**src/sv/rmq_pkg.sv**
```systemverilog
// shared types and helpers for the rotation matrix to quaternion unit
package rmq_pkg;

	// which component comes from the square root
	typedef enum logic [1:0] {
		BR_W,
		BR_X,
		BR_Y,
		BR_Z
	} branch_t;

	typedef struct packed {
		branch_t br;
		logic    bad;
	} ctl_t;

	localparam int CTL_W = $bits(ctl_t);

	function automatic int imax(input int a, input int b);
		return (a > b) ? a : b;
	endfunction

endpackage

```
**src/sv/rmq_sqrt.sv**
```systemverilog
// pipelined integer square root, one root bit per stage, side data carried along
module rmq_sqrt import rmq_pkg::*; #(
	parameter int DATA_WIDTH = 16,
	parameter int FRAC_BITS  = 14,
	parameter int SIDE_W     = 8,
	localparam int RBW = imax(FRAC_BITS + 1, DATA_WIDTH + 1) + 2,
	localparam int RFW = RBW - 1 + FRAC_BITS,
	localparam int SW  = (RFW + 1) / 2,
	localparam int NW  = 2 * SW
) (
	input  logic              clk,
	input  logic              arst_n,
	input  logic              en,
	input  logic              v_in,
	input  logic [RFW-1:0]    rad_in,
	input  logic [SIDE_W-1:0] side_in,
	output logic              v_out,
	output logic [SW-1:0]     root_out,
	output logic [SIDE_W-1:0] side_out
);

	logic [NW-1:0]     n_s    [SW+1];
	logic [NW-1:0]     r_s    [SW+1];
	logic [SIDE_W-1:0] side_s [SW+1];
	logic              v_s    [SW+1];

	assign n_s[0]    = NW'(rad_in);
	assign r_s[0]    = '0;
	assign side_s[0] = side_in;
	assign v_s[0]    = v_in;

	for (genvar k = 0; k < SW; k++) begin : g_step
		localparam logic [NW:0] BIT = (NW + 1)'(1) << (2 * (SW - 1 - k));
		logic [NW:0] sum;
		logic        take;

		assign sum  = {1'b0, r_s[k]} + BIT;
		assign take = ({1'b0, n_s[k]} >= sum);

		always_ff @(posedge clk or negedge arst_n) begin
			if (!arst_n) begin
				v_s[k+1] <= 1'b0;
			end else if (en) begin
				v_s[k+1] <= v_s[k];
			end
		end

		always_ff @(posedge clk) begin
			if (en) begin
				n_s[k+1]    <= take ? NW'({1'b0, n_s[k]} - sum) : n_s[k];
				r_s[k+1]    <= take ? NW'(({1'b0, r_s[k]} >> 1) + BIT) : (r_s[k] >> 1);
				side_s[k+1] <= side_s[k];
			end
		end
	end

	assign v_out    = v_s[SW];
	assign root_out = r_s[SW][SW-1:0];
	assign side_out = side_s[SW];

endmodule

```
**config.mk**
```make
export PLATFORM = sky130hd
export DESIGN_NAME = rmq_sqrt
export DESIGN_NICKNAME = d
export VERILOG_FILES = /design/src/sv/rmq_pkg.sv /design/src/sv/rmq_sqrt.sv
export SDC_FILE = /design/constraint.sdc
export NUM_CORES = 1
export LEC_CHECK = 0
export ABC_AREA = 1
export BUFFER_PORTS_ARGS = -buffer_cell sky130_fd_sc_hd__clkbuf_2
export CORE_UTILIZATION = 50
export DETAILED_ROUTE_END_ITERATION = 10
export PLACE_DENSITY = 0.74
export SYNTH_ARGS = -nofsm -noshare
export SYNTH_HDL_FRONTEND = slang
export SYNTH_SLANG_ARGS = --single-unit
export TNS_END_PERCENT = 20
```
**constraint.sdc**
```tcl
create_clock -name clk -period 2.5 [get_ports clk]
set_input_delay 0.5 -clock clk [delete_from_list [all_inputs] [get_ports clk]]
set_output_delay 0.5 -clock clk [all_outputs]
set_load 0.03 [all_outputs]
```
==> impl_metrics.json <==
{
  "cts.sinks": 760,
  "post-place-ws_ns": -0.00540,
  "crit_start": "r_s[212]$_DFFE_PP_",
  "regArea_sq_um": 22700,
  "dr.pass1.iters": 6,
  "dp_hpwl_microns": 66600,
  "period_minus_slack_ns": 2.41,
  "required_ns": 2.85,
  "via_count": 27300,
  "grt_pass1_wl_microns": 138000,
  "layout_common_cells": "1184 x nand2_1, 744 x edfxtp_1, 597 x inv_1",
  "finClkSkew_ns": 0.0467,
  "worstSetupEndpointType": "flop",
  "r2r_slack_ns": 0.09,
  "p_leak_nw": 19.0,
  "diodes": 0,
  "dr.first_iter.drc_count": 2008,
  "path_max_fanout": 10,
  "maxCapViolCount": 0,
  "grtUsageMet1_pct": 29.7,
  "synth_nets": 4190,
  "overflow": 0,
  "dieArea_sq_um": 77900,
  "antenna_found_initial": 0,
  "slew-limit-headroom_pct": 57.1,
  "die_x_microns": 279,
  "seq_area_frac_synth_pct": 59.2,
  "status": "finished, final reports clean",
  "tritoncts": "built",
  "reg2reg_depth": 8,
  "hold_path_end": "n_s[505]$_DFFE_PP_",
  "core_sq_um": 75900,
  "hp-class": "in2reg",
  "wl_microns": 87100,
  "cp.arrival_ns": 2.76,
  "rsz0062_at_grt": "yes",
  "setup_ws_ns": 0.0923,
  "syn-instance-count": 3996,
  "syn-cell-area_sq_um": 38400,
  "htree_levels": 3,
  "grtUsageTotal_pct": 22.5,
  "reg2reg_to": "n_s[180]$_DFFE_PP_",
  "clock_tree.root_cell": "clkbuf_16",
  "grt_start_max_net_pins": 120,
  "gp_congestion": 0.947,
  "placementRows": 101,
  "ios": 69,
  "p_per_area_nw_per_um2": 809,
  "fp.dieH_microns": 279,
  "avgViaCountPerCell": 5.13,
  "num-fill-cells": 6398,
  "syn_avg_cell_area_sq_um": 9.61,
  "area_growth_pct": 13.3,
  "final_nets": 4413,
  "max_freq_mhz": 415,
  "drc": 0,
  "synth_edf_count": 744,
  "fin_area_sq_um": 43500,
  "grt-busiest-layer": "met2",
  "initial_core_util_pct": 50.6,
  "clock_path_buffers": 3,
  "worstHoldStart": "rad_in[25]",
  "tightest_slew_ns": 0.642,
  "crit_type": "reg2reg",
  "ys_ff_latch": 760,
  "clk_latency_ns": 0.65,
  "port_buffers": 68,
  "final_common_cell": "nand2_1",
  "period_share_pct": 96.3,
  "setup_viol": 0,
  "use_met3_pct": 2.60,
  "wl_per_cell_microns": 16.4,
  "max-vdd-ir-drop_uv": 915,
  "whs_ns": 0.0301,
  "post_dp_cell_area_sq_um": 40600,
  "final_core_util_pct": 57.3,
  "timing.rr.start": "r_s[212]$_DFFE_PP_",
  "ys_async_sr_fraction_pct": 2.11,
  "hold_depth": 1,
  "clk_pin_slew_worst_paths_ns": 0.06,
  "first_global_vias": 26300,
  "yosys_warnings": 0,
  "grt_use_met2_pct": 38.5,
  "ys_types": 51,
  "multiInputGateArea_sq_um": 13200,
  "postRouteAntennaNets": 0,
  "numCtsBuffers": 79,
  "hold_viol": 0,
  "startpoint_type": "flop",
  "slew_violations": 0,
  "ys.flop_type": "edfxtp_1",
  "drive_above_1_share_pct": 9.76,
  "total_power_mw": 35.2
}
==> routing by layer <==
| layer | part of all wire, % | wire [microns] |
|---|---|---|
| met5 | 0 | 0 |
| met4 | 2.8 | 2440 |
| met3 | 5.0 | 4340 |
| met2 | 49 | 42300 |
| met1 | 44 | 38100 |
==> worst max-delay path: stages (launching register included) <==
cell and delay (ns):
edfxtp_1 0.43, inv_1 0.07, ha_1 0.35, nand2_1 0.20, o21ai_0 0.17, a21oi_2 0.24, nand4_2 0.38, nand2_1 0.18
nand2_1 0.10
==> cells by family (layout without fill, tap and decap cells) <==
| logic type | count (synthesis) | in the layout | synth area share [%] |
|---|---|---|---|
| buffers and inverters | 648 | 934 | 6.73 |
| AOI/OAI and AO/OA | 301 | 301 | 4.54 |
| adders and majority gates | 150 | 150 | 4.89 |
| DFF | 760 | 760 | 59.2 |
| and+or+nand+nor | 2030 | 2030 | 22.2 |
| xor gates and xnor gates | 107 | 107 | 2.44 |
==> registers in the layout, indices dropped and copies added (netlist names) <==
| name | flops |
|---|---|
| side_out | 8 |
| v_s | 15 |
| n_s | 480 |
| r_s | 120 |
| root_out | 16 |
| v_out | 1 |
| side_s | 120 |
==> where the power goes <==
group | switching (mW) | leakage (nW) | internal [mW] | total, mW
Sequential | 0.972 | 7.35 | 15.8 | 16.7
Combinational | 4.59 | 10.4 | 2.47 | 7.06
Clock | 5.10 | 1.25 | 6.34 | 11.4
==> worst max-delay path by stage <==
stage / endpoint / slack (ns) / depth (start not counted)
6_report: n_s[180]$_DFFE_PP_ / 0.09 / 8
5_1_grt: n_s[140]$_DFFE_PP_ / -0.05 / 12
4_1_cts: n_s[75]$_DFFE_PP_ / 0.02 / 13
3_5_place_dp: n_s[79]$_DFFE_PP_ / -0.005 / 13
3_3_place_gp: n_s[81]$_DFFE_PP_ / 0.002 / 13
2_1_floorplan: n_s[75]$_DFFE_PP_ / 0.52 / 14
==> cell usage after synthesis (all sizes together), types with 33 or more instances <==
cell       n  share of area, %
nand2   1203                12
edfxtp   744                58
inv      611               6.0
nor2     398               4.1
nand3    237               3.1
a21oi    167               2.5
ha       150               4.9
o21ai    109               1.5
xor2      71               1.6
nor3      66              0.92
nand4     58              0.96
xnor2     36              0.82
buf       33              0.71
==> per-stage QoR <==
stage | std cells | setup TNS, ns
after floorplan | 3996 | 0
after global placement | 5146 | 0
after detailed placement | 5146 | -0.00540
after CTS | 5305 | 0
after global routing | 5312 | -0.339
final | 5312 | 0
==> final cells by class <==
class                           instances  share of cell area [%]
Clock buffer                           93                    4.73
Inverter                              611                    5.28
Sequential cell                       760                    52.2
Tap cell                             1030                    2.96
Clock inverter                         51                    1.17
Multi-Input combinational cell       2588                    30.4
Timing Repair Buffer                  179                    3.24
==> repair_timing <==
action | 4_1_cts | 5_1_grt
buffers inserted | 0 | 7
pin swaps | 0 | 5
setup endpoints to repair | 8 | 119
endpoints found under the hold margin | 30 | 0
hold buffers | 15 | 0
resized for setup | 1 | 30
No activity file was read; power rests on OpenSTA's default activity.
