**src/sv/rmq_pkg.sv**
```systemverilog
// shared types and helpers for the rotation matrix to quaternion unit
package rmq_pkg;

	// which component comes from the square root
	typedef enum logic [1:0] {
		BR_W,
		BR_X,
		BR_Y,
		BR_Z
	} branch_t;

	typedef struct packed {
		branch_t br;
		logic    bad;
	} ctl_t;

	localparam int CTL_W = $bits(ctl_t);

	function automatic int imax(input int a, input int b);
		return (a > b) ? a : b;
	endfunction

endpackage

```
**src/sv/rmq_if.sv**
```systemverilog


interface rmq_out_if #(
	parameter int DATA_WIDTH = 16
);
	logic                         valid;
	logic                         ready;
	logic signed [DATA_WIDTH-1:0] quat_x;
	logic signed [DATA_WIDTH-1:0] quat_y;
	logic signed [DATA_WIDTH-1:0] quat_z;
	logic signed [DATA_WIDTH-1:0] quat_w;
	logic                         invalid;

	modport source (output valid, quat_x, quat_y, quat_z, quat_w, invalid, input ready);
	modport sink (input valid, quat_x, quat_y, quat_z, quat_w, invalid, output ready);
endinterface

```
**src/sv/rmq_div.sv**
```systemverilog
// three-lane pipelined restoring divider, rounding, saturation and output register
module rmq_div import rmq_pkg::*; #(
	parameter int DATA_WIDTH = 16,
	parameter int FRAC_BITS  = 14,
	localparam int RBW  = imax(FRAC_BITS + 1, DATA_WIDTH + 1) + 2,
	localparam int RFW  = RBW - 1 + FRAC_BITS,
	localparam int SW   = (RFW + 1) / 2,
	localparam int MW   = DATA_WIDTH + 1,
	localparam int NUMW = MW + FRAC_BITS + 1,
	localparam int DW   = imax(NUMW, SW + 1 + DATA_WIDTH) + 1,
	localparam int CW   = imax(SW, DATA_WIDTH) + 1
) (
	input  logic               clk,
	input  logic               arst_n,
	input  logic               en,
	input  logic               v_in,
	input  logic [SW-1:0]      root,
	input  ctl_t               ctl_in,
	input  logic [2:0]         sgn_in,
	input  logic [2:0][MW-1:0] mag_in,
	rmq_out_if.source          out_ch
);

	localparam int W = DATA_WIDTH;
	localparam logic signed [W-1:0] HI = {1'b0, {(W-1){1'b1}}};
	localparam logic signed [W-1:0] LO = {1'b1, {(W-1){1'b0}}};

	logic [2:0][DW-1:0] rem_s [W+1];
	logic [2:0][W-1:0]  q_s   [W+1];
	logic [2:0]         sat_s [W+1];
	logic [2:0]         sgn_s [W+1];
	logic [SW:0]        den_s [W+1];
	logic [SW-1:0]      h_s   [W+1];
	ctl_t               ctl_s [W+1];
	logic               v_s   [W+1];

	// numerator is |d| * ONE + s, divisor 2s; quotient at or above 2^W saturates
	logic [2:0][DW-1:0] num;
	logic [2:0]         sat;
	logic [SW:0]        den;
	logic [SW:0]        root_inc;

	always_comb begin
		den      = {root, 1'b0};
		root_inc = {1'b0, root} + (SW + 1)'(1);
		for (int i = 0; i < 3; i++) begin
			num[i] = DW'({mag_in[i], {FRAC_BITS{1'b0}}}) + DW'(root);
			sat[i] = (num[i] >= (DW'(den) << W));
		end
	end

	always_ff @(posedge clk or negedge arst_n) begin
		if (!arst_n) begin
			v_s[0] <= 1'b0;
		end else if (en) begin
			v_s[0] <= v_in;
		end
	end

	always_ff @(posedge clk) begin
		if (en) begin
			rem_s[0] <= num;
			q_s[0]   <= '0;
			sat_s[0] <= sat;
			sgn_s[0] <= sgn_in;
			den_s[0] <= den;
			h_s[0]   <= root_inc[SW:1];
			ctl_s[0] <= ctl_in;
		end
	end

	for (genvar j = 0; j < W; j++) begin : g_bit
		logic [DW-1:0]      trial;
		logic [2:0]         take;
		logic [2:0][DW-1:0] rem_nx;
		logic [2:0][W-1:0]  q_nx;

		always_comb begin
			trial = DW'(den_s[j]) << (W - 1 - j);
			for (int i = 0; i < 3; i++) begin
				take[i]   = (rem_s[j][i] >= trial);
				rem_nx[i] = take[i] ? (rem_s[j][i] - trial) : rem_s[j][i];
				q_nx[i]   = {q_s[j][i][W-2:0], take[i]};
			end
		end

		always_ff @(posedge clk or negedge arst_n) begin
			if (!arst_n) begin
				v_s[j+1] <= 1'b0;
			end else if (en) begin
				v_s[j+1] <= v_s[j];
			end
		end

		always_ff @(posedge clk) begin
			if (en) begin
				rem_s[j+1] <= rem_nx;
				q_s[j+1]   <= q_nx;
				sat_s[j+1] <= sat_s[j];
				sgn_s[j+1] <= sgn_s[j];
				den_s[j+1] <= den_s[j];
				h_s[j+1]   <= h_s[j];
				ctl_s[j+1] <= ctl_s[j];
			end
		end
	end

	logic signed [W-1:0] lane [3];
	logic signed [W-1:0] hv;
	logic signed [W-1:0] qx, qy, qz, qw;
	logic [W-1:0]        qf;

	always_comb begin
		for (int i = 0; i < 3; i++) begin
			qf = q_s[W][i];
			if (sat_s[W][i]) begin
				lane[i] = sgn_s[W][i] ? LO : HI;
			end else if (!sgn_s[W][i]) begin
				lane[i] = qf[W-1] ? HI : qf;
			end else begin
				lane[i] = (qf[W-1] && (|qf[W-2:0])) ? LO : W'(-qf);
			end
		end
		hv = (CW'(h_s[W]) > CW'(HI)) ? HI : W'(h_s[W]);

		unique case (ctl_s[W].br)
			BR_W: begin
				qx = lane[0]; qy = lane[1]; qz = lane[2]; qw = hv;
			end
			BR_X: begin
				qx = hv; qy = lane[0]; qz = lane[1]; qw = lane[2];
			end
			BR_Y: begin
				qx = lane[0]; qy = hv; qz = lane[1]; qw = lane[2];
			end
			default: begin
				qx = lane[0]; qy = lane[1]; qz = hv; qw = lane[2];
			end
		endcase
		if (ctl_s[W].bad) begin
			qx = '0; qy = '0; qz = '0; qw = '0;
		end
	end

	always_ff @(posedge clk or negedge arst_n) begin
		if (!arst_n) begin
			out_ch.valid <= 1'b0;
		end else if (en) begin
			out_ch.valid <= v_s[W];
		end
	end

	always_ff @(posedge clk) begin
		if (en) begin
			out_ch.quat_x  <= qx;
			out_ch.quat_y  <= qy;
			out_ch.quat_z  <= qz;
			out_ch.quat_w  <= qw;
			out_ch.invalid <= ctl_s[W].bad;
		end
	end

endmodule

```
**src/flat_wrapper.sv**
```systemverilog
// flat-port wrapper written by rule: the top's interface ports become plain ports
module rmq_div_flat import rmq_pkg::*;
#(
	parameter int DATA_WIDTH = 16,
	parameter int FRAC_BITS  = 14,
	localparam int RBW  = imax(FRAC_BITS + 1, DATA_WIDTH + 1) + 2,
	localparam int RFW  = RBW - 1 + FRAC_BITS,
	localparam int SW   = (RFW + 1) / 2,
	localparam int MW   = DATA_WIDTH + 1,
	localparam int NUMW = MW + FRAC_BITS + 1,
	localparam int DW   = imax(NUMW, SW + 1 + DATA_WIDTH) + 1,
	localparam int CW   = imax(SW, DATA_WIDTH) + 1
)
  (clk, arst_n, en, v_in, root, ctl_in, sgn_in, mag_in, out_ch_valid, out_ch_quat_x, out_ch_quat_y, out_ch_quat_z, out_ch_quat_w, out_ch_invalid, out_ch_ready);
  rmq_out_if #(.DATA_WIDTH(DATA_WIDTH)) out_ch_i ();
  input  logic clk;
  input  logic arst_n;
  input  logic en;
  input  logic v_in;
  input  logic [SW-1:0] root;
  input  ctl_t ctl_in;
  input  logic [2:0] sgn_in;
  input  logic [2:0][MW-1:0] mag_in;
  output wire logic [$bits(out_ch_i.valid)-1:0] out_ch_valid;
  output wire logic [$bits(out_ch_i.quat_x)-1:0] out_ch_quat_x;
  output wire logic [$bits(out_ch_i.quat_y)-1:0] out_ch_quat_y;
  output wire logic [$bits(out_ch_i.quat_z)-1:0] out_ch_quat_z;
  output wire logic [$bits(out_ch_i.quat_w)-1:0] out_ch_quat_w;
  output wire logic [$bits(out_ch_i.invalid)-1:0] out_ch_invalid;
  input wire logic [$bits(out_ch_i.ready)-1:0] out_ch_ready;
  assign out_ch_valid = out_ch_i.valid;
  assign out_ch_quat_x = out_ch_i.quat_x;
  assign out_ch_quat_y = out_ch_i.quat_y;
  assign out_ch_quat_z = out_ch_i.quat_z;
  assign out_ch_quat_w = out_ch_i.quat_w;
  assign out_ch_invalid = out_ch_i.invalid;
  assign out_ch_i.ready = out_ch_ready;
  rmq_div #(.DATA_WIDTH(DATA_WIDTH), .FRAC_BITS(FRAC_BITS)) u_core (.clk(clk), .arst_n(arst_n), .en(en), .v_in(v_in), .root(root), .ctl_in(ctl_in), .sgn_in(sgn_in), .mag_in(mag_in), .out_ch(out_ch_i));
endmodule
```
**config.mk**
```make
export PLATFORM = sky130hd
export DESIGN_NAME = rmq_div_flat
export DESIGN_NICKNAME = d
export VERILOG_FILES = /design/src/sv/rmq_pkg.sv /design/src/sv/rmq_if.sv /design/src/sv/rmq_div.sv /design/src/flat_wrapper.sv
export SDC_FILE = /design/constraint.sdc
export NUM_CORES = 2
export LEC_CHECK = 0
export BUFFER_PORTS_ARGS = -buffer_cell sky130_fd_sc_hd__buf_2
export CAP_MARGIN = 25
export CORE_MARGIN = 2
export CORE_UTILIZATION = 40
export DETAILED_ROUTE_END_ITERATION = 6
export PLACE_DENSITY = 0.6
export RECOVER_POWER = 50
export SLEW_MARGIN = 0
export SYNTH_ARGS = -nofsm -noshare
export SYNTH_HDL_FRONTEND = slang
export SYNTH_SLANG_ARGS = --single-unit
```
**constraint.sdc**
```tcl
create_clock -name clk -period 7.15 [get_ports clk]
set_input_delay 0 -clock clk [delete_from_list [all_inputs] [get_ports clk]]
set_output_delay 0 -clock clk [all_outputs]
set_load 0.02 [all_outputs]
```
==> impl_metrics.toml <==
[routing]
avgViaCountPerCell = 5.520
wl_per_cell_um = 22.62
drtIter0Drc = 7148
final_antenna_net_count = 0
finalWirelength_mm = 352.3
dr.pass1.iters = 6
drc = 0
vias = 85950

[global_routing]
overflow = 0
grt_pass1_vias = 84670
grt_usage_pct = 21.40
antenna_found_initial = 14
grt_first_pass_wirelength_mm = 522.6
grt_start_max_net_pins = 185

[timing]
hold_viol_final = 0
grt_setup_unrepaired = "false"
fin_crit_sh_pct = 72.70
maxSlewViolCount = 1245
skew_ns = 0.06572
finalCriticalPeriod_ns = 5.198
fin_ws_ns = 1.952
setup_violations = 0
slew_headroom_pct = -295.6
timing.fmax_mhz = 192.4
worstMarginPinSlew_ns = 5.935
final.setup.tns_ns = 0

[synthesis]
ys_types = 88
ys_top_cells_by_area = "edfxtp_1 56%, ha_1 7.9%, xnor2_1 3.5%"
seq_area_frac_synth_pct = 56.05
synth-edff-count = 2342
syn-cell-area_um2 = 126300
synth_warnings = 0
syn_avg_cell_area_um2 = 11.78
synth_most_common_cell = "edfxtp_1"
synthArstFlopShare_pct = 0.7627
synthTopCellsByCount = "2342 x edfxtp_1, 816 x nor2_1, 801 x ha_1"
synthFlopType = "edfxtp_1"
yosys.area.top_type = "edfxtp_1"
ys_ff_latch = 2360
yosysTopAreaCellShare_pct = 55.70
synth_cells = 10720
syn_nets = 11650

[clocking]
clock-sinks = 2360
cts_resized = 0
clkTransAtPathRegs_ns = 0.06
cts_tree = "yes"
cts_made_buffers = 271
cts_root_buf = "clkbuf_16"
cts_buffer_depth = 4
htreeDepth = 5
insertion_delay_ns = 0.89

[final_layout]
syn_to_final_growth_pct = 12.87
final_area_um2 = 142500
fin_nets = 12100
stdcell_count = 15570
drive_above_1_share_pct = 7.621
final_util_pct = 45.32

[floorplanning]
die_area_um2 = 320200
start_util_pct = 40.16
placementRows = 206
fp.dieW_um = 565.9
core_um2 = 314500
design.portCount = 144
die_y_um = 565.9

[power]
power.internal_mw = 34.55
ir_drop_uv = 239.9
p_leak_nw = 52.82
pwr-share-clk_pct = 25.5
p_switching_mw = 18.48
p_comb_share_pct = 33.6
power_frac_seq_pct = 40.9
swShare_pct = 34.85
power.density_nw_per_um2 = 372.1

[placed_design]
hpwl_mm = 273.4
io_buffers = 142
place_area_um2 = 132400
dp_slack_ns = 2.228
place_inst = 14900
gp_congestion = 0.9753

[setup_path]
criticalPathCategory = "in2reg"
arrival_ns = 5.46
cp_slowest_cell = "clkbuf_1"
crit_chain = "dlygate4sd3_1 -> buf_12 -> clkbuf_1"
end_kind = "register"
cp_slowest_stage_delay_ns = 4.18
critPathRequiredTime_ns = 7.42
reg2reg_slack_ns = 2.23
worstSetupStartpointType = "input port"
cp_max_fo = 110

[run_status]
outcome = "finished with violations"
violations = "max-capacitance violations, max-slew violations"

[run]
drv_cap = 16

[min_path]
hp-class = "in2reg"
==> per-stage QoR <==
stage	hold WS (ns)	power [mW]
after floorplan	-0.2956	33.35
after global placement	-0.06885	39.08
after detailed placement	-0.05428	39.47
after CTS	0.02888	53.24
after global routing	0.07071	55.98
final	0.08091	53.03
==> cells in the final DEF (no fill, tap or decap), types with 95 or more instances in the layout <==
master         instances
a211oi_1             107
a21o_1               233
a21oi_1              730
clkbuf_1             141
clkbuf_16            273
dlygate4sd3_1        148
edfxtp_1            2342
ha_1                 801
inv_1                548
mux2_2               200
nand2_1              766
nand2b_1             151
nand3_1              180
nand4_1              130
nor2_1               814
nor2b_1              138
nor3_1               279
nor4_1               160
o21a_1               123
o21ai_0              668
or3_1                 95
xnor2_1              506
xor2_1               466
==> flip-flops by register name (all words and copies together) (netlist names) <==
name / cells
u_core.out_ch.quat_w: 16
u_core.rem_s: 1334
u_core.q_s: 408
u_core.out_ch.quat_y: 16
u_core.out_ch.quat_x: 16
u_core.out_ch.invalid: 1
u_core.v_s: 17
u_core.out_ch.valid: 1
u_core.sat_s: 51
u_core.den_s: 110
u_core.sgn_s: 51
u_core.h_s: 272
u_core.ctl_s: 51
u_core.out_ch.quat_z: 16
==> worst paths after layout <==
kind / to / cells after the start / start
max: u_core.q_s[0][624] / 3 / en
min reg2reg: u_core.q_s[0][513] / 0 / u_core.q_s[0][464]
max in group asynchronous: u_core.v_s[7] / 3 / arst_n
min: u_core.rem_s[0][57] / 3 / mag_in[26]
max reg2reg: u_core.rem_s[0][1181] / 14 / u_core.rem_s[0][1094]
min in group asynchronous: u_core.out_ch.valid / 3 / arst_n
==> repair_timing <==
action | CTS | global route
hold buffers | 148 | 0
endpoints found under the hold margin | 300 | 0
buffers inserted | 0 | 0
==> cells by family (layout without fill, tap and decap cells) <==
group | count (synthesis) | in the layout | synth area share (%)
muxes | 220 | 220 | 1.950
AOI/OAI and AO/OA | 2477 | 2477 | 12.26
DFF | 2360 | 2360 | 56.05
and+or+nand+nor | 3084 | 3084 | 12.03
other | 0 | 34 | 0
adders and majority gates | 849 | 849 | 8.698
xor gates and xnor gates | 972 | 972 | 6.742
buffers and inverters | 759 | 1414 | 2.266
==> power by group through the flow <==
stage | Clock, mW | Sequential (mW) | Combinational, mW
2_1_floorplan | 0 | 20.7 | 12.7
3_3_place_gp | 0 | 21.9 | 17.2
3_5_place_dp | 0 | 21.9 | 17.6
4_1_cts | 13.9 | 21.6 | 17.7
5_1_grt | 14.4 | 22.0 | 19.7
6_report | 13.5 | 21.7 | 17.8
==> routing by layer <==
metal / part of all wire [%] / track usage (%)
met5: 0.0031 / 0
met1: 42 / 27.02
met4: 5.9 / 10.99
met2: 48 / 36.21
met3: 4.1 / 2.433
==> area by class of cell <==
| type | count | area (um^2) |
|---|---|---|
| Inverter | 551 | 2068 |
| Clock buffer | 315 | 6989 |
| Sequential cell | 2360 | 70780 |
| Timing Repair Buffer | 386 | 3000 |
| Fill cell | 28350 | 171900 |
| Antenna cell | 34 | 85.08 |
| Tap cell | 4160 | 5205 |
| Clock inverter | 162 | 1630 |
| Multi-Input combinational cell | 7602 | 52760 |
==> worst max-delay path, delay by kind of cell <==
| kind | cells | cell delay [ns] |
|---|---|---|
| buffers and inverters | 3 | 5.10 |
Note: power is estimated with default switching activity, not from simulation.
