## config.mk

```make
export PLATFORM = sky130hd
export DESIGN_NAME = rmq_front_flat
export DESIGN_NICKNAME = d
export VERILOG_FILES = /design/src/sv/rmq_pkg.sv /design/src/sv/rmq_if.sv /design/src/sv/rmq_front.sv /design/src/flat_wrapper.sv
export SDC_FILE = /design/constraint.sdc
export NUM_CORES = 1
export LEC_CHECK = 0
export BUFFER_PORTS_ARGS = -buffer_cell sky130_fd_sc_hd__buf_2
export CORE_MARGIN = 3
export CORE_UTILIZATION = 49
export DETAILED_ROUTE_END_ITERATION = 8
export PLACE_DENSITY = 0.7
export SYNTH_ARGS = -nofsm -noshare
export SYNTH_HDL_FRONTEND = slang
export SYNTH_SLANG_ARGS = --single-unit
export TNS_END_PERCENT = 20
```

## constraint.sdc

```tcl
create_clock -name clk -period 1.18 [get_ports clk]
set_clock_uncertainty 0.15 [all_clocks]
set_input_delay 0.354 -clock clk [delete_from_list [all_inputs] [get_ports clk]]
set_output_delay 0.354 -clock clk [all_outputs]
set_load 0.1 [all_outputs]
```

## src/sv/rmq_pkg.sv

```systemverilog
// shared types and helpers for the rotation matrix to quaternion unit
package rmq_pkg;

	// which component comes from the square root
	typedef enum logic [1:0] {
		BR_W,
		BR_X,
		BR_Y,
		BR_Z
	} branch_t;

	typedef struct packed {
		branch_t br;
		logic    bad;
	} ctl_t;

	localparam int CTL_W = $bits(ctl_t);

	function automatic int imax(input int a, input int b);
		return (a > b) ? a : b;
	endfunction

endpackage

```

## src/sv/rmq_if.sv

```systemverilog
// valid/ready channel interfaces for matrix input and quaternion output
interface rmq_in_if #(
	parameter int DATA_WIDTH = 16
);
	logic                         valid;
	logic                         ready;
	logic signed [DATA_WIDTH-1:0] r00;
	logic signed [DATA_WIDTH-1:0] r10;
	logic signed [DATA_WIDTH-1:0] r20;
	logic signed [DATA_WIDTH-1:0] r01;
	logic signed [DATA_WIDTH-1:0] r11;
	logic signed [DATA_WIDTH-1:0] r21;
	logic signed [DATA_WIDTH-1:0] r02;
	logic signed [DATA_WIDTH-1:0] r12;
	logic signed [DATA_WIDTH-1:0] r22;

	modport source (output valid, r00, r10, r20, r01, r11, r21, r02, r12, r22, input ready);
	modport sink (input valid, r00, r10, r20, r01, r11, r21, r02, r12, r22, output ready);
endinterface


```

## src/sv/rmq_front.sv

```systemverilog
// first stage: trace, branch choice, radicand and the three off-diagonal terms
module rmq_front import rmq_pkg::*; #(
	parameter int DATA_WIDTH = 16,
	parameter int FRAC_BITS  = 14,
	localparam int RBW = imax(FRAC_BITS + 1, DATA_WIDTH + 1) + 2,
	localparam int RFW = RBW - 1 + FRAC_BITS,
	localparam int MW  = DATA_WIDTH + 1
) (
	input  logic                 clk,
	input  logic                 arst_n,
	input  logic                 en,
	rmq_in_if.sink               in_ch,
	output logic                 v_s1,
	output ctl_t                 ctl_s1,
	output logic [RFW-1:0]       rad_s1,
	output logic [2:0]           sgn_s1,
	output logic [2:0][MW-1:0]   mag_s1
);

	localparam logic signed [RBW-1:0] ONE = RBW'(1) <<< FRAC_BITS;

	logic signed [RBW-1:0] e00, e11, e22, trace, rad;
	logic signed [MW-1:0]  d [3];
	ctl_t                  ctl;
	logic [2:0]            sgn;
	logic [2:0][MW-1:0]    mag;
	logic [RBW-2:0]        rad_u;

	assign in_ch.ready = en;

	always_comb begin
		e00   = RBW'(in_ch.r00);
		e11   = RBW'(in_ch.r11);
		e22   = RBW'(in_ch.r22);
		trace = e00 + e11 + e22;
		if (trace > 0) begin
			ctl.br = BR_W;
			rad    = ONE + trace;
		end else if (e00 >= e11 && e00 >= e22) begin
			ctl.br = BR_X;
			rad    = ONE + e00 - e11 - e22;
		end else if (e11 > e22) begin
			ctl.br = BR_Y;
			rad    = ONE + e11 - e00 - e22;
		end else begin
			ctl.br = BR_Z;
			rad    = ONE + e22 - e00 - e11;
		end
		ctl.bad = (rad <= 0);
		rad_u   = ctl.bad ? '0 : rad[RBW-2:0];

		// lanes hold the three components not taken from the root, in x,y,z,w order
		unique case (ctl.br)
			BR_W: begin
				d[0] = MW'(in_ch.r12) - MW'(in_ch.r21);
				d[1] = MW'(in_ch.r20) - MW'(in_ch.r02);
				d[2] = MW'(in_ch.r01) - MW'(in_ch.r10);
			end
			BR_X: begin
				d[0] = MW'(in_ch.r01) + MW'(in_ch.r10);
				d[1] = MW'(in_ch.r02) + MW'(in_ch.r20);
				d[2] = MW'(in_ch.r12) - MW'(in_ch.r21);
			end
			BR_Y: begin
				d[0] = MW'(in_ch.r10) + MW'(in_ch.r01);
				d[1] = MW'(in_ch.r21) + MW'(in_ch.r12);
				d[2] = MW'(in_ch.r20) - MW'(in_ch.r02);
			end
			default: begin
				d[0] = MW'(in_ch.r20) + MW'(in_ch.r02);
				d[1] = MW'(in_ch.r21) + MW'(in_ch.r12);
				d[2] = MW'(in_ch.r01) - MW'(in_ch.r10);
			end
		endcase
		for (int i = 0; i < 3; i++) begin
			sgn[i] = d[i][MW-1];
			mag[i] = sgn[i] ? MW'(-d[i]) : MW'(d[i]);
		end
	end

	always_ff @(posedge clk or negedge arst_n) begin
		if (!arst_n) begin
			v_s1 <= 1'b0;
		end else if (en) begin
			v_s1 <= in_ch.valid;
		end
	end

	always_ff @(posedge clk) begin
		if (en) begin
			ctl_s1 <= ctl;
			rad_s1 <= {rad_u, {FRAC_BITS{1'b0}}};
			sgn_s1 <= sgn;
			mag_s1 <= mag;
		end
	end

endmodule

```

## src/flat_wrapper.sv

```systemverilog
// flat-port wrapper written by rule: the top's interface ports become plain ports
module rmq_front_flat import rmq_pkg::*;
#(
	parameter int DATA_WIDTH = 16,
	parameter int FRAC_BITS  = 14,
	localparam int RBW = imax(FRAC_BITS + 1, DATA_WIDTH + 1) + 2,
	localparam int RFW = RBW - 1 + FRAC_BITS,
	localparam int MW  = DATA_WIDTH + 1
)
  (clk, arst_n, en, v_s1, ctl_s1, rad_s1, sgn_s1, mag_s1, in_ch_valid, in_ch_r00, in_ch_r10, in_ch_r20, in_ch_r01, in_ch_r11, in_ch_r21, in_ch_r02, in_ch_r12, in_ch_r22, in_ch_ready);
  rmq_in_if #(.DATA_WIDTH(DATA_WIDTH)) in_ch_i ();
  input  logic clk;
  input  logic arst_n;
  input  logic en;
  output logic v_s1;
  output ctl_t ctl_s1;
  output logic [RFW-1:0] rad_s1;
  output logic [2:0] sgn_s1;
  output logic [2:0][MW-1:0] mag_s1;
  input wire logic [$bits(in_ch_i.valid)-1:0] in_ch_valid;
  input wire logic [$bits(in_ch_i.r00)-1:0] in_ch_r00;
  input wire logic [$bits(in_ch_i.r10)-1:0] in_ch_r10;
  input wire logic [$bits(in_ch_i.r20)-1:0] in_ch_r20;
  input wire logic [$bits(in_ch_i.r01)-1:0] in_ch_r01;
  input wire logic [$bits(in_ch_i.r11)-1:0] in_ch_r11;
  input wire logic [$bits(in_ch_i.r21)-1:0] in_ch_r21;
  input wire logic [$bits(in_ch_i.r02)-1:0] in_ch_r02;
  input wire logic [$bits(in_ch_i.r12)-1:0] in_ch_r12;
  input wire logic [$bits(in_ch_i.r22)-1:0] in_ch_r22;
  output wire logic [$bits(in_ch_i.ready)-1:0] in_ch_ready;
  assign in_ch_i.valid = in_ch_valid;
  assign in_ch_i.r00 = in_ch_r00;
  assign in_ch_i.r10 = in_ch_r10;
  assign in_ch_i.r20 = in_ch_r20;
  assign in_ch_i.r01 = in_ch_r01;
  assign in_ch_i.r11 = in_ch_r11;
  assign in_ch_i.r21 = in_ch_r21;
  assign in_ch_i.r02 = in_ch_r02;
  assign in_ch_i.r12 = in_ch_r12;
  assign in_ch_i.r22 = in_ch_r22;
  assign in_ch_ready = in_ch_i.ready;
  rmq_front #(.DATA_WIDTH(DATA_WIDTH), .FRAC_BITS(FRAC_BITS)) u_core (.clk(clk), .arst_n(arst_n), .en(en), .in_ch(in_ch_i), .v_s1(v_s1), .ctl_s1(ctl_s1), .rad_s1(rad_s1), .sgn_s1(sgn_s1), .mag_s1(mag_s1));
endmodule
```

==> reports/qor.csv, run 1 <==
metric,value,unit
Max Cap Viol,0,
Startpoint Class,input pin,
I/O Pins,239,
Crit path largest cell delay,0.52,ns
sw power,25700,uW
FF/Latch Area,2280,um^2
GRT Residual Overflow,0,
"EDFF count, synth",75,
total die area,37500,um^2
"top cells by area, synth","ha_1, edfxtp_1, xnor2_1",
period utilization,468,%
GRT Overall Usage,37.1,%
synthesis-to-layout area growth,66.9,%
relative slew slack,53.3,%
area of the multi-input gates,14800,um^2
DR vias,21300,
Yosys warnings,0,
placed instance area,26800,um^2
Worst R2R End,u_core.v_s1,
FMAX,0.181,GHz
top cell type by total area after synthesis,ha_1,
Filler Cells Inserted,2095,
hold path depth,2,
Non-Filler Instances,3710,
CTS buffer count,9,
worst-path maximum fanout,5,
part of the power in registers,11.0,%
Cells after Synth,2092,
RSZ-0062 raised after global routing,true,
"flops & latches, synth",76,
endpoints failing hold,0,
Worst-path clk slew,0.06,ns
WL final,75400,um
violated checks,setup timing,
CTS tree,built,
ys async rst share,1.32,%
fin util,83.1,%
layout cells sized above 1,45.2,%
Reg2Reg Depth,1,
antenna-violating nets left,0,
first-pass GRT wire length,112000,um
# nets final,3728,
pin count of the biggest net entering global routing,23,
Comb power frac,83.8,%
crit path max-delay cell type,fa_1,
syn_area_per_cell,8.24,um^2
DIE WIDTH,194,um
core footprint,34600,um^2
row cnt,68,
DR iter-0 viols,1560,
DR vias/cell,5.74,
CP required,1.25,ns
Placed Cells,3612,
initial core utilization,49.8,%
H-tree Lvls,3,
clock latency on the worst-skew pair,0.34,ns
WHS Endpoint,u_core.v_s1,
DRT Pass-1 Iters,6,
Synth Flop Type,edfxtp_1,
Cell variety after synth,107,
Root Driver,clkbuf_16,
post-synth top area share,21.5,%
Worst R2R Start,u_core.v_s1,
CP Capture Type,register,
Final setup viols,151,
Final Instance Area,28800,um^2
wire per inst,20.3,um
CTS sink cnt,76,
initial antenna violation count,2,
worst hold start,in_ch_valid,
GP Congestion,1.03,
Post-route DRC,0,
Setup TNS Final,-329.72,ns
critical path class,in -> reg,
Tmin final,5.52,ns
Clk pwr share,5.2,%
Worst-Margin Slew,0.681,ns
number of global-route vias before repair,21800,
HP Class,in -> reg,
Final Slew Violations,0,
"Largest delay share family, worst path",compound AO/OA/AOI/OAI gates,
Pint,25100,uW
sequential share of the synthesized area,13.2,%
Worst Slack Setup Final,-4.34,ns
Sw Share,50.5,%
CP bufs+invs,10,
clock buffer depth,2,
worst vdd ir,2.60,mV
Synth Cell Area,17200,um^2
number of port buffers,224,
Leakage,0.0142,uW
outcome,finished with violations,
Cell Pwr Density,1770,nW/um^2
worst path arrival time,5.59,ns
cell repeated most along the worst path,buf_4,
HPWL after DPL,60600,um
Die Height,194,um
R2R setup slack,0.24,ns
## Yosys cell counts, types with 7 or more instances
cell       instances
a211o_1           10
a211oi_1          32
a21o_1            36
a21oi_1          170
a221oi_1          10
a311oi_1           8
a31oi_1           19
and2_1             8
and3_1            12
and4_1             7
buf_2             18
buf_4             18
buf_6              7
clkbuf_1          27
edfxtp_1          75
fa_1              36
ha_1             296
inv_1            205
mux2_2            16
mux2i_1           41
nand2_1          122
nand2b_1          20
nand3_1           44
nand4_1           19
nor2_1           145
nor2b_1           43
nor3_1            49
nor4_1            11
o2111ai_1          9
o211ai_1          20
o21a_1            22
o21ai_0           99
o21ai_1            7
o21bai_1          34
o31a_1            11
o31ai_1            8
or2_2              7
or3_1             12
xnor2_1          140
xor2_1            67
## cell families (layout without fill, tap and decap cells)
| kind of cell | count (synthesis) | count (layout) | share of synthesized area (%) |
|---|---|---|---|
| other cells | 1 | 16 | 0.0217 |
| fa+ha+maj | 332 | 332 | 25.7 |
| simple gates | 536 | 536 | 16.0 |
| mux | 59 | 59 | 3.59 |
| buf+inv | 282 | 1430 | 7.25 |
| flops | 76 | 76 | 13.2 |
| compound gates | 598 | 598 | 23.7 |
| xor+xnor | 208 | 208 | 10.6 |
## metal layers
| layer | part of all wire [%] | track usage (%) |
|---|---|---|
| met1 | 36 | 40.1 |
| met2 | 50 | 68.3 |
| met3 | 5.2 | 3.87 |
| met4 | 8.9 | 24.6 |
| met5 | 0 | 0 |
## metrics by stage
stage / hold slack, ns / total power (uW) / setup WS [ns]
4_1_cts: 0.0758 / 48700 / -4.15
2_1_floorplan: -0.0916 / 26400 / -4.21
5_1_grt: 0.0994 / 52800 / -4.62
6_report: 0.0918 / 50800 / -4.34
3_3_place_gp: -0.0222 / 43200 / -4.54
3_5_place_dp: -0.0197 / 43900 / -4.74
## cell type report
type	count	area share, %
Antenna cell	2	0.0174
Multi-Input combinational cell	1747	51.4
Inverter	205	2.73
Clock inverter	5	0.126
Clock buffer	11	0.809
Timing Repair Buffer	1209	35.1
Tap cell	455	1.98
Sequential cell	76	7.91
## flip-flops by register name, summed over array words and instances, names as in the netlist
signal         flops
u_core.ctl_s1      3
u_core.mag_s1     51
u_core.rad_s1     18
u_core.sgn_s1      3
u_core.v_s1        1
## worst max path at each step
| stage | start | end | slack [ns] | cells after the start |
|---|---|---|---|---|
| floorplan | in_ch_r22[1] | u_core.mag_s1[31] | -4.21 | 29 |
| global placement | in_ch_r22[1] | u_core.mag_s1[14] | -4.54 | 27 |
| detailed placement | in_ch_r22[1] | u_core.mag_s1[12] | -4.74 | 27 |
| CTS | in_ch_r22[1] | u_core.mag_s1[49] | -4.15 | 27 |
| global route | in_ch_r22[1] | u_core.mag_s1[49] | -4.62 | 29 |
| finish | in_ch_r22[1] | u_core.ctl_s1[0] | -4.34 | 30 |
## placed cells by master, fill, tap and decap left out, types with 35 or more instances in the layout
cell type | netlist | routed
nand2_1 | 122 | 116
buf_4 | 18 | 932
edfxtp_1 | 75 | 75
mux2i_1 | 41 | 35
nor3_1 | 49 | 46
buf_2 | 18 | 142
xnor2_1 | 140 | 131
buf_12 | 1 | 90
xor2_1 | 67 | 65
o21ai_0 | 99 | 72
nand3_1 | 44 | 43
buf_6 | 7 | 35
a21o_1 | 36 | 36
nor2b_1 | 43 | 39
nor2_1 | 145 | 127
ha_1 | 296 | 276
inv_1 | 205 | 195
a21oi_1 | 170 | 139
## power by group through the flow
| stage | clock (uW) | sequential, uW | combinational (uW) |
|---|---|---|---|
| after floorplan | 0 | 12500 | 13900 |
| after global placement | 0 | 5640 | 37600 |
| after detailed placement | 0 | 5670 | 38200 |
| after CTS | 2650 | 5620 | 40400 |
| after global routing | 2760 | 5660 | 44400 |
| final | 2620 | 5610 | 42600 |
## repair_timing
item	4_1_cts	5_1_grt
endpoints found under the hold margin	1	0
gates cloned	4	0
setup endpoints to repair	151	151
pin swaps	86	74
buffers inserted	56	23
hold buffers	1	0
resized for setup	158	100
No activity file was read; power rests on OpenSTA's default activity.
==> inputs of run 2 (changes only) <==
--- a/config.mk
+++ b/config.mk
@@ -10,6 +10,7 @@
 export CORE_UTILIZATION = 49
 export DETAILED_ROUTE_END_ITERATION = 8
 export PLACE_DENSITY = 0.7
+export SKIP_LAST_GASP = 1
 export SYNTH_ARGS = -nofsm -noshare
 export SYNTH_HDL_FRONTEND = slang
 export SYNTH_SLANG_ARGS = --single-unit
==> reports/qor.csv, run 2 (synthesis results as in run 1) <==
metric,value,unit,change
Root Driver,clkbuf_16,,unchanged
R2R setup slack,0.24,ns,about the same
layout cells sized above 1,44.4,%,was 45.2%
critical path class,in -> reg,,unchanged
max FFs per register,51,,unchanged
row cnt,68,,unchanged
pin count of the biggest net entering global routing,23,,unchanged
Setup TNS Final,-330.06,ns,was -329.72 ns
HPWL after DPL,60600,um,unchanged
Tot Pwr,50200,uW,was 50800 uW
Filler Cells Inserted,2172,,was 2095
Non-Filler Instances,3706,,was 3710
violated checks,setup timing,,unchanged
outcome,finished with violations,,unchanged
period utilization,465,%,was 468%
WHS Endpoint,u_core.v_s1,,unchanged
Final Slew Violations,0,,unchanged
CTS tree,built,,unchanged
cell repeated most along the worst path,buf_4,,unchanged
DR iter-0 viols,1523,,was 1560
CP Capture Type,register,,unchanged
CTS buffer count,9,,unchanged
RSZ-0062 raised after global routing,true,,unchanged
Final setup viols,151,,unchanged
clock latency on the worst-skew pair,0.35,ns,was 0.34 ns
GRT Residual Overflow,0,,unchanged
Reg2Reg Depth,1,,unchanged
Worst-Margin Slew,0.826,ns,was 0.681 ns
hold path depth,2,,unchanged
synthesis-to-layout area growth,65.5,%,was 66.9%
H-tree Lvls,3,,unchanged
relative slew slack,44.3,%,was 53.3%
worst hold start,in_ch_valid,,unchanged
initial core utilization,49.8,%,unchanged
# nets final,3724,,was 3728
Post-route DRC,0,,unchanged
DR vias,21100,,was 21300
crit path max-delay cell type,fa_1,,unchanged
area of the multi-input gates,14600,um^2,was 14800 um^2
number of global-route vias before repair,21700,,was 21800
Startpoint Class,input pin,,unchanged
FF/Latch Area,2280,um^2,unchanged
worst path arrival time,5.43,ns,was 5.59 ns
"Largest delay share family, worst path",compound AO/OA/AOI/OAI gates,,unchanged
clock buffer depth,2,,unchanged
wire per inst,20.2,um,was 20.3 um
total die area,37500,um^2,unchanged
largest registers,"u_core.mag_s1 (51), u_core.rad_s1 (18)",,unchanged
Hold WS,0.0863,ns,was 0.0918 ns
core footprint,34600,um^2,unchanged
worst-path maximum fanout,8,,was 5
endpoints failing hold,0,,unchanged
Tmin final,5.48,ns,was 5.52 ns
DR vias/cell,5.69,,was 5.74
Worst-path clk slew,0.06,ns,about the same
FMAX,0.182,GHz,was 0.181 GHz
CP required,1.13,ns,was 1.25 ns
Worst R2R End,u_core.v_s1,,unchanged
worst vdd ir,2.59,mV,was 2.60 mV
Placed Cells,3612,,unchanged
DIE WIDTH,194,um,unchanged
antenna-violating nets left,0,,unchanged
number of port buffers,224,,unchanged
initial antenna violation count,2,,unchanged
"commonest non-fill, non-tap cell in the layout",buf_4,,unchanged
GP Congestion,1.03,,unchanged
I/O Pins,239,,unchanged
CTS sink cnt,76,,unchanged
Cell Pwr Density,1760,nW/um^2,was 1770 nW/um^2
Worst R2R Start,u_core.v_s1,,unchanged
largest reg by FF count,u_core.mag_s1,,unchanged
Worst Slack Setup Final,-4.30,ns,was -4.34 ns
Crit path largest cell delay,0.52,ns,about the same
first-pass GRT wire length,112000,um,about the same
Die Height,194,um,unchanged
most frequent cells in the layout,"buf_4, ha_1, inv_1",,unchanged
DP Worst Slack,-4.74,ns,unchanged
Max Cap Viol,0,,unchanged
HP Class,in -> reg,,unchanged
WL final,74900,um,was 75400 um
Leakage,0.0141,uW,was 0.0142 uW
DRT Pass-1 Iters,6,,unchanged
CP bufs+invs,9,,was 10
GRT Overall Usage,37.0,%,was 37.1%
## run 2: changes by cell type in the layout (fill, tap and decap cells not counted), moves of 5 or more
cell     change
buf_6       -16
buf_4       +13
o21ai_0      +8
nor2_1       +6
nor2_2       -5
o21ai_2      -5
## run 2: power breakdown
part           internal, uW  total, uW  switching (uW)  leakage, uW
sequential             4640       5610             967     0.000743
combinational         18700      41900           23200       0.0132
clock                  1430       2630            1200     0.000122
## run 2: area by class of cell
cell class	instances	area share, %
clock inverters	5	0.127
flip-flops and latches	76	7.98
diodes	2	0.0175
clock buffers	11	0.816
multi-input cells	1747	51.3
repair buffers	1205	35.0
inverters	205	2.73
well taps	455	2.00
## run 2: stage by stage
step	util, %	cell area (um^2)
2_1_floorplan	-	17500
6_report	82.4	28500
4_1_cts	80.8	28000
5_1_grt	82.4	28500
3_5_place_dp	77.3	26800
3_3_place_gp	77.3	26800
## run 2: what timing repair did
item                                   in CTS  in global routing
gates resized for setup                   114                 78
pin swaps                                  81                 68
endpoints found under the hold margin       1                  0
setup buffers                              56                 19
setup endpoints to repair                 151                151
hold buffers                                1                  0
cloned                                      4                  0
## run 2: worst max-delay path by stage
stage | slack [ns] | start | cells after the start | to
after CTS | -4.15 | in_ch_r22[1] | 27 | u_core.mag_s1[49]
after global routing | -4.64 | in_ch_r22[1] | 29 | u_core.mag_s1[27]
final | -4.30 | in_ch_r22[1] | 29 | u_core.mag_s1[49]
after global placement | -4.54 | in_ch_r22[1] | 27 | u_core.mag_s1[14]
after detailed placement | -4.74 | in_ch_r22[1] | 27 | u_core.mag_s1[12]
after floorplan | -4.21 | in_ch_r22[1] | 29 | u_core.mag_s1[31]
## run 2: layer usage
| layer | up-vias | GRT usage [%] | part of all wire, % |
|---|---|---|---|
| met5 | - | 0 | 0 |
| met4 | 0 | 26.3 | 9.1 |
| met3 | 359 | 4.53 | 5.4 |
| met2 | 950 | 67.4 | 49 |
| met1 | 9949 | 39.7 | 36 |
| li1 | 9843 | - | - |
==> inputs of run 3 (changes only) <==
--- a/config.mk
+++ b/config.mk
@@ -5,8 +5,7 @@
 export SDC_FILE = /design/constraint.sdc
 export NUM_CORES = 1
 export LEC_CHECK = 0
-export BUFFER_PORTS_ARGS = -buffer_cell sky130_fd_sc_hd__buf_2
-export CORE_MARGIN = 3
+export BUFFER_PORTS_ARGS = -buffer_cell sky130_fd_sc_hd__buf_4
 export CORE_UTILIZATION = 49
 export DETAILED_ROUTE_END_ITERATION = 8
 export PLACE_DENSITY = 0.7
==> reports/qor.csv, run 3 (synthesis results as in run 1) <==
metric,value,unit,change
outcome,finished with violations,,unchanged
violated checks,setup timing,,unchanged
CP bufs+invs,5,,was 9
worst-path maximum fanout,7,,was 8
Die Height,190,um,was 194 um
Max Cap Viol,0,,unchanged
HPWL after DPL,59500,um,was 60600 um
pin count of the biggest net entering global routing,20,,was 23
I/O Pins,239,,unchanged
max FFs per register,51,,unchanged
Cell Pwr Density,1700,nW/um^2,was 1760 nW/um^2
"Largest delay share family, worst path",compound AO/OA/AOI/OAI gates,,unchanged
GRT Overall Usage,38.9,%,was 37.0%
Crit. Startpoint,in_ch_r22[1],,unchanged
Reg2Reg Depth,1,,unchanged
CTS tree,built,,unchanged
initial core utilization,49.9,%,was 49.8%
relative slew slack,45.6,%,was 44.3%
Filler Cells Inserted,2317,,was 2172
GP Congestion,1.04,,was 1.03
endpoints failing hold,0,,unchanged
Crit path largest cell delay,0.53,ns,was 0.52 ns
Inserted Diodes,0,,was 2
placed instance area,26000,um^2,was 26800 um^2
GRT Residual Overflow,0,,unchanged
DR vias/cell,5.62,,was 5.69
R2R setup slack,0.29,ns,was 0.24 ns
CTS buffer count,9,,unchanged
WL final,73000,um,was 74900 um
Worst-Margin Slew,0.811,ns,was 0.826 ns
fin util,80.4,%,was 82.4%
Post-route DRC,0,,unchanged
clock latency on the worst-skew pair,0.35,ns,about the same
DIE WIDTH,190,um,was 194 um
Tmin final,5.40,ns,was 5.48 ns
FMAX,0.185,GHz,was 0.182 GHz
# nets final,3707,,was 3724
Final Instance Area,27800,um^2,was 28500 um^2
DR vias,20700,,was 21100
H-tree Lvls,3,,unchanged
initial antenna violation count,0,,was 2
Final Slew Violations,0,,unchanged
FF/Latch Area,2280,um^2,unchanged
worst hold start,in_ch_valid,,unchanged
Tot Pwr,47300,uW,was 50200 uW
largest reg by FF count,u_core.mag_s1,,unchanged
layout cells sized above 1,43.6,%,was 44.4%
Worst Slack Setup Final,-4.22,ns,was -4.30 ns
Startpoint Class,input pin,,unchanged
Non-Filler Instances,3687,,was 3706
"commonest non-fill, non-tap cell in the layout",buf_4,,unchanged
Worst R2R Start,u_core.v_s1,,unchanged
worst path arrival time,5.35,ns,was 5.43 ns
synthesis-to-layout area growth,61.0,%,was 65.5%
crit path max-delay cell type,or4_4,,was fa_1
number of port buffers,224,,unchanged
Worst R2R End,u_core.v_s1,,unchanged
row cnt,68,,unchanged
CTS sink cnt,76,,unchanged
Leakage,0.0138,uW,was 0.0141 uW
CP required,1.13,ns,about the same
Placed Cells,3591,,was 3612
antenna-violating nets left,0,,unchanged
DRT Pass-1 Iters,5,,was 6
core footprint,34500,um^2,was 34600 um^2
clock buffer depth,2,,unchanged
Worst-path clk slew,0.06,ns,about the same
critical path class,in -> reg,,unchanged
Root Driver,clkbuf_16,,unchanged
largest registers,"u_core.mag_s1 (51), u_core.rad_s1 (18)",,unchanged
CP Capture Type,register,,unchanged
worst vdd ir,3.69,mV,was 2.59 mV
RSZ-0062 raised after global routing,true,,unchanged
total die area,35900,um^2,was 37500 um^2
number of global-route vias before repair,21000,,was 21700
most frequent cells in the layout,"buf_4, ha_1, inv_1",,unchanged
wire per inst,19.8,um,was 20.2 um
area of the multi-input gates,14600,um^2,about the same
hold path depth,2,,unchanged
WHS Endpoint,u_core.v_s1,,unchanged
HP Class,in -> reg,,unchanged
Setup TNS Final,-323.72,ns,was -330.06 ns
Final setup viols,152,,was 151
period utilization,458,%,was 465%
DR iter-0 viols,1367,,was 1523
first-pass GRT wire length,109000,um,was 112000 um
run 3: layout make-up:
| class | instances | share of cell area [%] |
|---|---|---|
| Clock buffer | 11 | 0.838 |
| Clock inverter | 5 | 0.135 |
| Inverter | 205 | 2.84 |
| Multi-Input combinational cell | 1747 | 52.6 |
| Sequential cell | 76 | 8.20 |
| Tap cell | 455 | 2.05 |
| Timing Repair Buffer | 1188 | 33.4 |
run 3: repair_timing:
item | 4_1_cts | 5_1_grt
hold buffers | 1 | 0
gates cloned | 4 | 0
endpoints found under the hold margin | 1 | 0
endpoints found under the setup margin | 152 | 152
setup buffers | 55 | 26
pin swaps | 78 | 55
gates resized for setup | 116 | 73
run 3: how the worst max path moves through the flow:
stage / end / slack [ns] / depth (start not counted)
after floorplan: u_core.mag_s1[31] / -4.21 / 29
after global placement: u_core.ctl_s1[0] / -4.55 / 26
after detailed placement: u_core.ctl_s1[0] / -4.63 / 26
after CTS: u_core.mag_s1[30] / -4.15 / 25
after global routing: u_core.mag_s1[50] / -4.44 / 30
final: u_core.mag_s1[32] / -4.22 / 27
run 3: per-stage QoR:
step	hold WS, ns	setup slack (ns)
CTS	0.0761	-4.15
global placement	-0.0208	-4.55
finish	0.0807	-4.22
detailed placement	-0.0197	-4.63
floorplan	-0.0916	-4.21
global route	0.0770	-4.44
run 3: power by group:
part	internal, uW	switching [uW]
sequential	4580	437
combinational	16400	23100
clock	1440	1250
run 3: layer usage:
metal	part of all wire, %	wire, um	track usage [%]
met5	0	0	0
met4	7.5	5470	24.9
met3	5.0	3640	4.15
met2	50	36700	72.5
met1	37	27200	41.7
